`config.mk`:
```
export PLATFORM = sky130hd
export DESIGN_NAME = assembly_line_token_segmenter_top
export DESIGN_NICKNAME = d
export VERILOG_FILES = /design/src/rtl/core/altseg_pkg.sv /design/src/rtl/core/assembly_line_token_segmenter_top.sv
export SDC_FILE = /design/constraint.sdc
export NUM_CORES = 1
export LEC_CHECK = 0
export ABC_AREA = 1
export BUFFER_PORTS_ARGS = -buffer_cell sky130_fd_sc_hd__buf_2
export CAP_MARGIN = 20
export CORE_MARGIN = 8
export CORE_UTILIZATION = 53
export DETAILED_ROUTE_END_ITERATION = 16
export HOLD_SLACK_MARGIN = 0.02
export PLACE_DENSITY_LB_ADDON = 0.25
export SLEW_MARGIN = 40
export SYNTH_ARGS = -nofsm -noshare
export SYNTH_HDL_FRONTEND = slang
export SYNTH_SLANG_ARGS = --single-unit
export TNS_END_PERCENT = 5
```
`constraint.sdc`:
```
create_clock -name clk -period 1.77 [get_ports clk]
set_input_delay 0.354 -clock clk [delete_from_list [all_inputs] [get_ports clk]]
set_output_delay 0.354 -clock clk [all_outputs]
set_load 0.01 [all_outputs]
```
`src/rtl/core/altseg_pkg.sv`:
```
// Shared constants for the assembly line token segmenter.
// Byte codes, scan modes, role and token class codes, field widths.
// No dependencies.
`timescale 1ns / 1ps

package altseg_pkg;

  localparam int CharW  = 8;
  localparam int RoleW  = 2;
  localparam int ClassW = 3;
  localparam int ModeW  = 2;
  localparam int UserW  = RoleW + ClassW;

  // bytes of interest
  localparam logic [CharW-1:0] ChHash   = 8'h23;  // '#'
  localparam logic [CharW-1:0] ChSpace  = 8'h20;  // ' '
  localparam logic [CharW-1:0] ChTab    = 8'h09;  // tab
  localparam logic [CharW-1:0] ChComma  = 8'h2C;  // ','
  localparam logic [CharW-1:0] ChColon  = 8'h3A;  // ':'
  localparam logic [CharW-1:0] ChLParen = 8'h28;  // '('
  localparam logic [CharW-1:0] ChRParen = 8'h29;  // ')'
  localparam logic [CharW-1:0] ChDollar = 8'h24;  // '$'
  localparam logic [CharW-1:0] ChQuote  = 8'h27;  // single quote
  localparam logic [CharW-1:0] ChBslash = 8'h5C;  // backslash

  // scan modes
  localparam logic [ModeW-1:0] MODE_NORMAL  = 2'd0;
  localparam logic [ModeW-1:0] MODE_COMMENT = 2'd1;
  localparam logic [ModeW-1:0] MODE_LITERAL = 2'd2;

  // byte roles
  localparam logic [RoleW-1:0] ROLE_DROP  = 2'd0;
  localparam logic [RoleW-1:0] ROLE_START = 2'd1;
  localparam logic [RoleW-1:0] ROLE_CONT  = 2'd2;

  // token classes
  localparam logic [ClassW-1:0] CLS_ORDINARY = 3'd0;
  localparam logic [ClassW-1:0] CLS_COMMENT  = 3'd1;
  localparam logic [ClassW-1:0] CLS_MARK     = 3'd2;
  localparam logic [ClassW-1:0] CLS_DOLLAR   = 3'd3;
  localparam logic [ClassW-1:0] CLS_LITERAL  = 3'd4;

  // scanner state carried from byte to byte
  typedef struct packed {
    logic [ModeW-1:0]  mode;
    logic              esc;
    logic              tok_open;
    logic [ClassW-1:0] open_class;
  } scan_state_t;

  localparam scan_state_t ScanReset = '{
    mode:       MODE_NORMAL,
    esc:        1'b0,
    tok_open:   1'b0,
    open_class: CLS_ORDINARY
  };

endpackage

```
`src/rtl/core/assembly_line_token_segmenter_top.sv`:
```
// Assembly line token segmenter, top level.
// Labels each source byte with its role and token class; uses altseg_pkg.
`timescale 1ns / 1ps

//  channel | dir | tdata          | tuser                      | tlast
//  in_     | in  | [7:0] in_char  | -                          | line_end
//  out_    | out | [7:0] out_char | [1:0] role, [4:2] tok class | line_last
//
//  One request per cycle sustained while the output is not stalled; each byte
//  passes through the input register, then the result register.
//  The scanner state is a handful of flops updated as a byte moves from the
//  input register to the result register, so consecutive bytes chain freely.
//  rst_n is synchronous, active low: both stages empty, scanner in normal mode.
//  A stalled output holds its result; the input register still fills, and
//  in_tready drops only when both stages are full and the output is stalled.

module assembly_line_token_segmenter_top (
  input  logic                          clk,
  input  logic                          rst_n,
  // input channel
  input  logic                          in_tvalid,
  output logic                          in_tready,
  input  logic [altseg_pkg::CharW-1:0]  in_tdata,   // [7:0] in_char
  input  logic                          in_tlast,   // line_end
  // result channel
  output logic                          out_tvalid,
  input  logic                          out_tready,
  output logic [altseg_pkg::CharW-1:0]  out_tdata,  // [7:0] out_char
  output logic [altseg_pkg::UserW-1:0]  out_tuser,  // [1:0] role, [4:2] token_class
  output logic                          out_tlast   // line_last
);

  // ---------------------------------------------------------------------
  // Input register
  // ---------------------------------------------------------------------
  logic                         s1_valid_r;
  logic [altseg_pkg::CharW-1:0] s1_char_r;
  logic                         s1_last_r;

  logic out_free;   // result register can take a byte this cycle
  logic s1_adv;     // byte moves from input register to result register
  logic in_acc;

  assign out_free  = !out_tvalid || out_tready;
  assign s1_adv    = s1_valid_r && out_free;
  assign in_tready = !s1_valid_r || out_free;
  assign in_acc    = in_tvalid && in_tready;

  always_ff @(posedge clk) begin
    if (!rst_n) begin
      s1_valid_r <= 1'b0;
    end else if (in_tready) begin
      s1_valid_r <= in_tvalid;
    end
  end

  always_ff @(posedge clk) begin
    if (in_acc) begin
      s1_char_r <= in_tdata;
      s1_last_r <= in_tlast;
    end
  end

  // ---------------------------------------------------------------------
  // Scanner: label the byte in the input register
  // ---------------------------------------------------------------------
  altseg_pkg::scan_state_t       st_r, st_nxt, st_lbl;
  logic [altseg_pkg::RoleW-1:0]  role_nxt;
  logic [altseg_pkg::ClassW-1:0] cls_nxt;
  logic                          is_delim, is_mark;

  assign is_delim = (s1_char_r == altseg_pkg::ChSpace) ||
                    (s1_char_r == altseg_pkg::ChTab)   ||
                    (s1_char_r == altseg_pkg::ChComma);
  assign is_mark  = (s1_char_r == altseg_pkg::ChColon)  ||
                    (s1_char_r == altseg_pkg::ChLParen) ||
                    (s1_char_r == altseg_pkg::ChRParen);

  always_comb begin
    st_lbl   = st_r;
    role_nxt = altseg_pkg::ROLE_DROP;
    cls_nxt  = altseg_pkg::CLS_ORDINARY;
    unique case (st_r.mode)
      altseg_pkg::MODE_COMMENT: begin
        role_nxt = altseg_pkg::ROLE_CONT;
        cls_nxt  = altseg_pkg::CLS_COMMENT;
      end
      altseg_pkg::MODE_LITERAL: begin
        role_nxt = altseg_pkg::ROLE_CONT;
        cls_nxt  = altseg_pkg::CLS_LITERAL;
        priority if (st_r.esc) begin
          st_lbl.esc = 1'b0;
        end else if (s1_char_r == altseg_pkg::ChBslash) begin
          st_lbl.esc = 1'b1;
        end else if (s1_char_r == altseg_pkg::ChQuote) begin
          // closing quote
          st_lbl.mode       = altseg_pkg::MODE_NORMAL;
          st_lbl.tok_open   = 1'b0;
          st_lbl.open_class = altseg_pkg::CLS_ORDINARY;
        end else begin
          st_lbl.esc = 1'b0;
        end
      end
      default: begin
        // normal mode; the unused mode code behaves the same
        priority if (s1_char_r == altseg_pkg::ChHash) begin
          role_nxt          = altseg_pkg::ROLE_START;
          cls_nxt           = altseg_pkg::CLS_COMMENT;
          st_lbl.mode       = altseg_pkg::MODE_COMMENT;
          st_lbl.tok_open   = 1'b0;
          st_lbl.open_class = altseg_pkg::CLS_ORDINARY;
        end else if (is_delim) begin
          role_nxt          = altseg_pkg::ROLE_DROP;
          cls_nxt           = altseg_pkg::CLS_ORDINARY;
          st_lbl.tok_open   = 1'b0;
          st_lbl.open_class = altseg_pkg::CLS_ORDINARY;
        end else if (is_mark) begin
          role_nxt          = altseg_pkg::ROLE_START;
          cls_nxt           = altseg_pkg::CLS_MARK;
          st_lbl.tok_open   = 1'b0;
          st_lbl.open_class = altseg_pkg::CLS_ORDINARY;
        end else if (s1_char_r == altseg_pkg::ChDollar) begin
          role_nxt          = altseg_pkg::ROLE_START;
          cls_nxt           = altseg_pkg::CLS_DOLLAR;
          st_lbl.tok_open   = 1'b1;
          st_lbl.open_class = altseg_pkg::CLS_DOLLAR;
        end else if (s1_char_r == altseg_pkg::ChQuote) begin
          // opening quote is the first literal byte
          role_nxt          = altseg_pkg::ROLE_START;
          cls_nxt           = altseg_pkg::CLS_LITERAL;
          st_lbl.mode       = altseg_pkg::MODE_LITERAL;
          st_lbl.esc        = 1'b0;
          st_lbl.tok_open   = 1'b0;
          st_lbl.open_class = altseg_pkg::CLS_ORDINARY;
        end else if (st_r.tok_open) begin
          role_nxt = altseg_pkg::ROLE_CONT;
          cls_nxt  = (st_r.open_class == altseg_pkg::CLS_DOLLAR) ?
                     altseg_pkg::CLS_DOLLAR : altseg_pkg::CLS_ORDINARY;
        end else begin
          role_nxt          = altseg_pkg::ROLE_START;
          cls_nxt           = altseg_pkg::CLS_ORDINARY;
          st_lbl.tok_open   = 1'b1;
          st_lbl.open_class = altseg_pkg::CLS_ORDINARY;
        end
      end
    endcase
    // line end wipes everything after the byte is labelled
    st_nxt = s1_last_r ? altseg_pkg::ScanReset : st_lbl;
  end

  always_ff @(posedge clk) begin
    if (!rst_n) begin
      st_r <= altseg_pkg::ScanReset;
    end else if (s1_adv) begin
      st_r <= st_nxt;
    end
  end

  // ---------------------------------------------------------------------
  // Result register
  // ---------------------------------------------------------------------
  logic                         out_valid_r;
  logic [altseg_pkg::CharW-1:0] out_char_r;
  logic [altseg_pkg::UserW-1:0] out_user_r;
  logic                         out_last_r;

  always_ff @(posedge clk) begin
    if (!rst_n) begin
      out_valid_r <= 1'b0;
    end else if (out_free) begin
      out_valid_r <= s1_valid_r;
    end
  end

  always_ff @(posedge clk) begin
    if (s1_adv) begin
      out_char_r <= s1_char_r;
      out_user_r <= {cls_nxt, role_nxt};
      out_last_r <= s1_last_r;
    end
  end

  assign out_tvalid = out_valid_r;
  assign out_tdata  = out_char_r;
  assign out_tuser  = out_user_r;
  assign out_tlast  = out_last_r;

  // ---------------------------------------------------------------------
  // Checks
  // ---------------------------------------------------------------------
  a_drop_is_ordinary: assert property (@(posedge clk) disable iff (!rst_n)
    (out_tvalid && out_tuser[altseg_pkg::RoleW-1:0] == altseg_pkg::ROLE_DROP)
    |-> (out_tuser[altseg_pkg::UserW-1:altseg_pkg::RoleW] == altseg_pkg::CLS_ORDINARY))
    else $error("dropped byte carries a token class");

  a_line_end_clears: assert property (@(posedge clk) disable iff (!rst_n)
    (s1_adv && s1_last_r) |=> (st_r == altseg_pkg::ScanReset))
    else $error("scanner state survived a line end");

  a_esc_only_in_literal: assert property (@(posedge clk) disable iff (!rst_n)
    st_r.esc |-> (st_r.mode == altseg_pkg::MODE_LITERAL))
    else $error("escape pending outside a literal");

  a_open_only_normal: assert property (@(posedge clk) disable iff (!rst_n)
    st_r.tok_open |-> (st_r.mode == altseg_pkg::MODE_NORMAL))
    else $error("token open while in comment or literal");

  a_cont_needs_open: assert property (@(posedge clk) disable iff (!rst_n)
    (s1_adv && st_r.mode == altseg_pkg::MODE_NORMAL &&
     role_nxt == altseg_pkg::ROLE_CONT) |-> st_r.tok_open)
    else $error("continuation without an open token");

endmodule
```
Word-level counts from Yosys, hierarchy flattened
Index checks and enable logic that the tools add are counted.
{"block": "op_classes", "reduce_logical": 17, "n_eq_ne": 25, "muxes": 36}
{"cell": "$eq 8x6->1 const B", "count": 8}
{"cell": "$mux 4", "count": 8}
{"cell": "$mux 3", "count": 10}
{"cell": "$mux 2", "count": 12}
{"cell": "$pmux 7 s2", "count": 1}
{"cell": "$ne 3x2->1 const B", "count": 4}
{"cell": "$ne 3x3->1 const B", "count": 3}
{"cell": "$reduce_and 9->1", "count": 1}
{"cell": "$eq 8x4->1 const B", "count": 1}
{"cell": "$eq 8x7->1 const B", "count": 1}
{"cell": "$ne 4x2->1 const B", "count": 2}
{"cell": "$mux 7", "count": 1}
{"cell": "$ne 7x2->1 const B", "count": 1}
{"cell": "$reduce_and 7->1", "count": 1}
{"cell": "$logic_or 1x1->1", "count": 6}
{"cell": "$pmux 3 s2", "count": 1}
{"cell": "$reduce_and 6->1", "count": 1}
{"cell": "$reduce_bool 3->1", "count": 2}
{"cell": "$reduce_and 5->1", "count": 1}
{"cell": "$ne 4x3->1 const B", "count": 1}
{"cell": "$eq 3x2->1 const B", "count": 1}
{"cell": "$mux 1", "count": 3}
{"cell": "$eq 2x1->1 const B", "count": 1}
{"cell": "$eq 2x2->1 const B", "count": 1}
{"cell": "4 further kinds", "count": 6}
{"block": "totals", "input_bits": 13, "out_inout_bits": 16, "ff_bits": 32}

Depth between registers and ports, before layout
{"block": "depth", "ltp_word": 9, "ltp_mapped": 12, "ltp_nobuf": 12}

Worst setup path after synthesis
Ideal clock, no wire load.
{"block": "synth_timing", "kind": "input-to-reg", "from": "input out_tready", "to": "register st_r[5] (netlist name)", "path_slack_ns": 0.150, "setup_time_ns": 0.116, "stages": 8, "t_arrival_ns": 1.504, "path_buffers": 0, "cell_sequence": "inv_1 > a21oi_2 > nand2_1 > nor2_2 > a21boi_2 > inv_1 > nand2_1 > a21oi_1"}
{"block": "synth_between", "elab_chain_len": 3}
{"element": "start: declaration", "line": "assembly_line_token_segmenter_top.sv:27", "source": "input logic out_tready,"}
{"element": "$logic_or 1x1->1", "line": "assembly_line_token_segmenter_top.sv:44", "source": "assign out_free = !out_tvalid || out_tready;"}
{"element": "$logic_and 1x1->1", "line": "assembly_line_token_segmenter_top.sv:45", "source": "assign s1_adv = s1_valid_r && out_free;"}
{"element": "named net s1_adv", "line": "assembly_line_token_segmenter_top.sv:41", "source": "logic s1_adv;"}
{"element": "$reduce_and 9->1 (no line)"}
{"element": "end signal: assignment", "line": "assembly_line_token_segmenter_top.sv:153", "source": "st_r <= altseg_pkg::ScanReset;"}
{"element": "end signal: assignment", "line": "assembly_line_token_segmenter_top.sv:155", "source": "st_r <= st_nxt;"}
{"element": "end: declaration", "line": "assembly_line_token_segmenter_top.sv:67", "source": "altseg_pkg::scan_state_t st_r, st_nxt, st_lbl;"}
The timed path passes the listed nets, and every way through them passes these cells.
A chain may end at the register's enable or synchronous reset.

Worst setup path after layout
{"block": "layout_timing", "from": "register s1_char_r[3] (netlist name)", "to": "register out_user_r, in the netlist out_tuser[2], data pin"}
{"block": "layout_between", "elab_chain_len": 7}
{"element": "start: declaration", "line": "assembly_line_token_segmenter_top.sv:37", "source": "logic [altseg_pkg::CharW-1:0] s1_char_r;"}
{"element": "start signal: assignment", "line": "assembly_line_token_segmenter_top.sv:59", "source": "s1_char_r <= in_tdata;"}
{"element": "$eq 8x6->1, on equally long branches", "line": "assembly_line_token_segmenter_top.sv:127, assembly_line_token_segmenter_top.sv:75, assembly_line_token_segmenter_top.sv:76"}
{"element": "$mux 3 / $logic_or 1x1->1 (equally long branches)", "line": "assembly_line_token_segmenter_top.sv:127, assembly_line_token_segmenter_top.sv:75"}
{"element": "$mux 3 / $logic_or 1x1->1 (equally long branches)", "line": "assembly_line_token_segmenter_top.sv:122, assembly_line_token_segmenter_top.sv:76"}
{"element": "$mux 3", "line": "assembly_line_token_segmenter_top.sv:117", "source": "end else if (is_mark) begin"}
{"element": "$mux 3", "line": "assembly_line_token_segmenter_top.sv:112", "source": "end else if (is_delim) begin"}
{"element": "$mux 3 (*)", "line": "assembly_line_token_segmenter_top.sv:106", "source": "priority if (s1_char_r == altseg_pkg::ChHash) begin"}
{"element": "$pmux 3 s2 (*)", "line": "assembly_line_token_segmenter_top.sv:83", "source": "unique case (st_r.mode)"}
{"element": "named net cls_nxt (one bit)", "line": "assembly_line_token_segmenter_top.sv:69", "source": "logic [altseg_pkg::ClassW-1:0] cls_nxt;"}
{"element": "end signal: assignment", "line": "assembly_line_token_segmenter_top.sv:178", "source": "out_user_r <= {cls_nxt, role_nxt};"}
{"element": "end: declaration", "line": "assembly_line_token_segmenter_top.sv:164", "source": "logic [altseg_pkg::UserW-1:0] out_user_r;"}
Mark *: on every way through the listed nets, which the timed path passes. The rest lies on a longest branch.

==> results_dict.tcl <==
set metrics [dict create \
    status "complete, no violations" \
    finalPower_uw 1320 \
    r2r_slack_ps 180 \
    p_int_uw 997 \
    r2r_start "s1_char_r[3]$_DFFE_PP_" \
    maxSlewViolCount 0 \
    cts_hold_buf 0 \
    antenna_left 0 \
    p_leak_uw 0.000679 \
    swShare 0.245 \
    end_kind "flop" \
    antenna_found_initial 0 \
    min_to "s1_char_r[7]$_DFFE_PP_" \
    syn_avg_cell_area_um2 9.60 \
    synth_top_area_share 0.503 \
    switching_power_uw 324 \
    final_cell_mix "nand2_1, buf_2, edfxtp_1, nor2_1, inv_1" \
    r2r_cells 8 \
    fmaxAchievable_mhz 628 \
    min_path_cells 1 \
    cts_max_path_buffers 2 \
    path_clk_slew_ps 90 \
    syn_inst 143 \
    power.sequential.fraction 0.625 \
    wire_per_inst_um 13.7 \
    ys_seq_area_frac 0.605 \
    cts_setup_buffers 0 \
    grt_overflow_total 0 \
    vias_per_cell 5.19 \
    grt_pass1_vias 1138 \
    dieArea_mm2 0.00447 \
    cts_tree "done" \
    setup_viol 0 \
    critPathKind "flop to flop" \
    utilization 0.649 \
    yosysWarningCount 0 \
    seq_area_um2 831 \
    wl_um 2870 \
    drtPass1Iterations 5 \
    synth.distinct_cells 22 \
    tns_ps 0 \
    root_buffer "clkbuf_4" \
    grt_max_degree 16 \
    arrival_ps 1660 \
    cp-start-kind "flop" \
    irDropWorstVdd_v 0.000761 \
    layout-drive-gt1-share 0.311 \
    min_period_ps 1590 \
    vias 1090 \
    path_max_fanout 7 \
    core-area_mm2 0.00248 \
    fin_crit_sh 0.900 \
    die_h_um 66.9 \
    hpwl_um 2220 \
    power_density_mw_per_mm2 822 \
    multi_input_area_um2 465 \
    row_count 18 \
    initial_core_util 0.554 \
    portBuffers 28 \
    layout_commonest_cell "nand2_1" \
    ioPinCount 29 \
    cts.htree.levels 2 \
    fin_area_mm2 0.00161 \
    grt_use_total 0.148 \
    cts_made_buffers 5 \
    synth_top_area_cell "edfxtp_1" \
    cts_resized 0 \
    num_antenna_cells 0 \
    grt_pass1_wl_um 4970 \
    critPathRequiredTime_ps 1840 \
    gp_congestion 0.867 \
    tightest_slew_ps 319 \
    syn-cell-area_mm2 0.00137 \
    cap_violations 0 \
    hold_path_class "input port to flop" \
    place_area_mm2 0.00156 \
    hold_viol 0 \
    fin_hold_ws_ps 202 \
    min_from "in_tdata[7]" \
    p_comb_frac 0.099 \
    synth-seq-cells 30 \
    nFillCells 222 \
    clock_sinks 30 \
    fin_nets 194 \
    reg2reg_to "out_tuser[2]$_DFFE_PP_" \
    ys_top_cells_by_area "edfxtp_1, dfxtp_1, nand2_1" \
    pwr-share-clk 0.276 \
    fp.dieW_um 66.9 \
    rsz0062_at_grt "false" \
    drt_iter0_drc 31 \
    synth_nets 158 \
    slew-limit-headroom 0.787 \
    clkLatencyLatePin_ps 320 \
    finClkSkew_ps 5.56 \
    route.detailed.drc 0 \
    area_growth_pct 17.1 \
]
==> cell type report <==
class	instances	share of cell area
clock inverter	2	0.00545
sequential	30	0.517
inverter	20	0.0475
multi-input combinational	93	0.289
timing repair buffer	29	0.0918
tap	30	0.0233
clock buffer	6	0.0257
==> metrics by stage <==
step | setup slack [ps] | std cells
floorplan | 150 | 143
detailed placement | 214 | 202
global route | 37.8 | 210
CTS | 201 | 210
global placement | 280 | 202
finish | 177 | 210
==> cell usage after synthesis <==
| library cell | count |
|---|---|
| o21ai_0 | 3 |
| inv_2 | 4 |
| nand2_1 | 30 |
| a31oi_1 | 1 |
| nor3_1 | 1 |
| nand3_2 | 1 |
| a311oi_1 | 1 |
| o21ai_1 | 1 |
| a21oi_1 | 7 |
| nor2_1 | 18 |
| ha_1 | 2 |
| edfxtp_1 | 23 |
| nand4_1 | 4 |
| a21oi_2 | 2 |
| nand2_2 | 4 |
| dfxtp_1 | 7 |
| nand3_1 | 8 |
| nor4_1 | 1 |
| nor2_2 | 8 |
| inv_1 | 15 |
| a21boi_2 | 1 |
| clkinv_2 | 1 |
==> power by group through the flow <==
stage	logic [µW]	registers (µW)	clock network (µW)
global route	149	831	404
floorplan	74.2	844	0
finish	131	825	365
global placement	127	839	0
CTS	133	825	378
detailed placement	132	841	0
==> cell families after synthesis <==
| logic type | Yosys count | share of synthesized area |
|---|---|---|
| fa+ha+maj | 2 | 0.0182 |
| compound gates | 16 | 0.0720 |
| buf+inv | 20 | 0.0556 |
| simple gates | 75 | 0.249 |
| flops | 30 | 0.605 |
==> worst max-delay path, stage by stage, from the launching register on <==
cell,delay (ps)
edfxtp_1,510
inv_2,120
nand2_2,70
nor2_2,170
nand2_1,170
nand3_1,120
nand2_1,50
nand3_1,60
a31oi_1,70
==> routing by layer <==
layer | global-route usage | up-vias | wire [µm]
li1 | - | 547 | -
met1 | 0.146 | 493 | 1150
met2 | 0.250 | 41 | 1420
met3 | 0.0638 | 9 | 235
met4 | 0.0966 | 0 | 72
met5 | 0 | - | 0
==> worst max path at each step <==
stage | slack [ps] | end | from
2_1_floorplan | 150 | st_r[5]$_SDFFE_PN0P_ | out_tready
3_3_place_gp | 280 | out_tuser[2]$_DFFE_PP_ | s1_char_r[3]$_DFFE_PP_
3_5_place_dp | 210 | out_tuser[2]$_DFFE_PP_ | s1_char_r[3]$_DFFE_PP_
4_1_cts | 200 | out_tuser[2]$_DFFE_PP_ | s1_char_r[3]$_DFFE_PP_
5_1_grt | 40 | out_tuser[2]$_DFFE_PP_ | s1_char_r[3]$_DFFE_PP_
6_report | 180 | out_tuser[2]$_DFFE_PP_ | s1_char_r[3]$_DFFE_PP_
==> state kept, by name, indices dropped and copies added, names as in the netlist <==
| register | flops |
|---|---|
| out_tlast | 1 |
| st_r | 5 |
| out_tdata | 8 |
| s1_last_r | 1 |
| s1_valid_r | 1 |
| s1_char_r | 8 |
| out_tvalid | 1 |
| out_tuser | 5 |
Power figures use the tool's default switching activity.
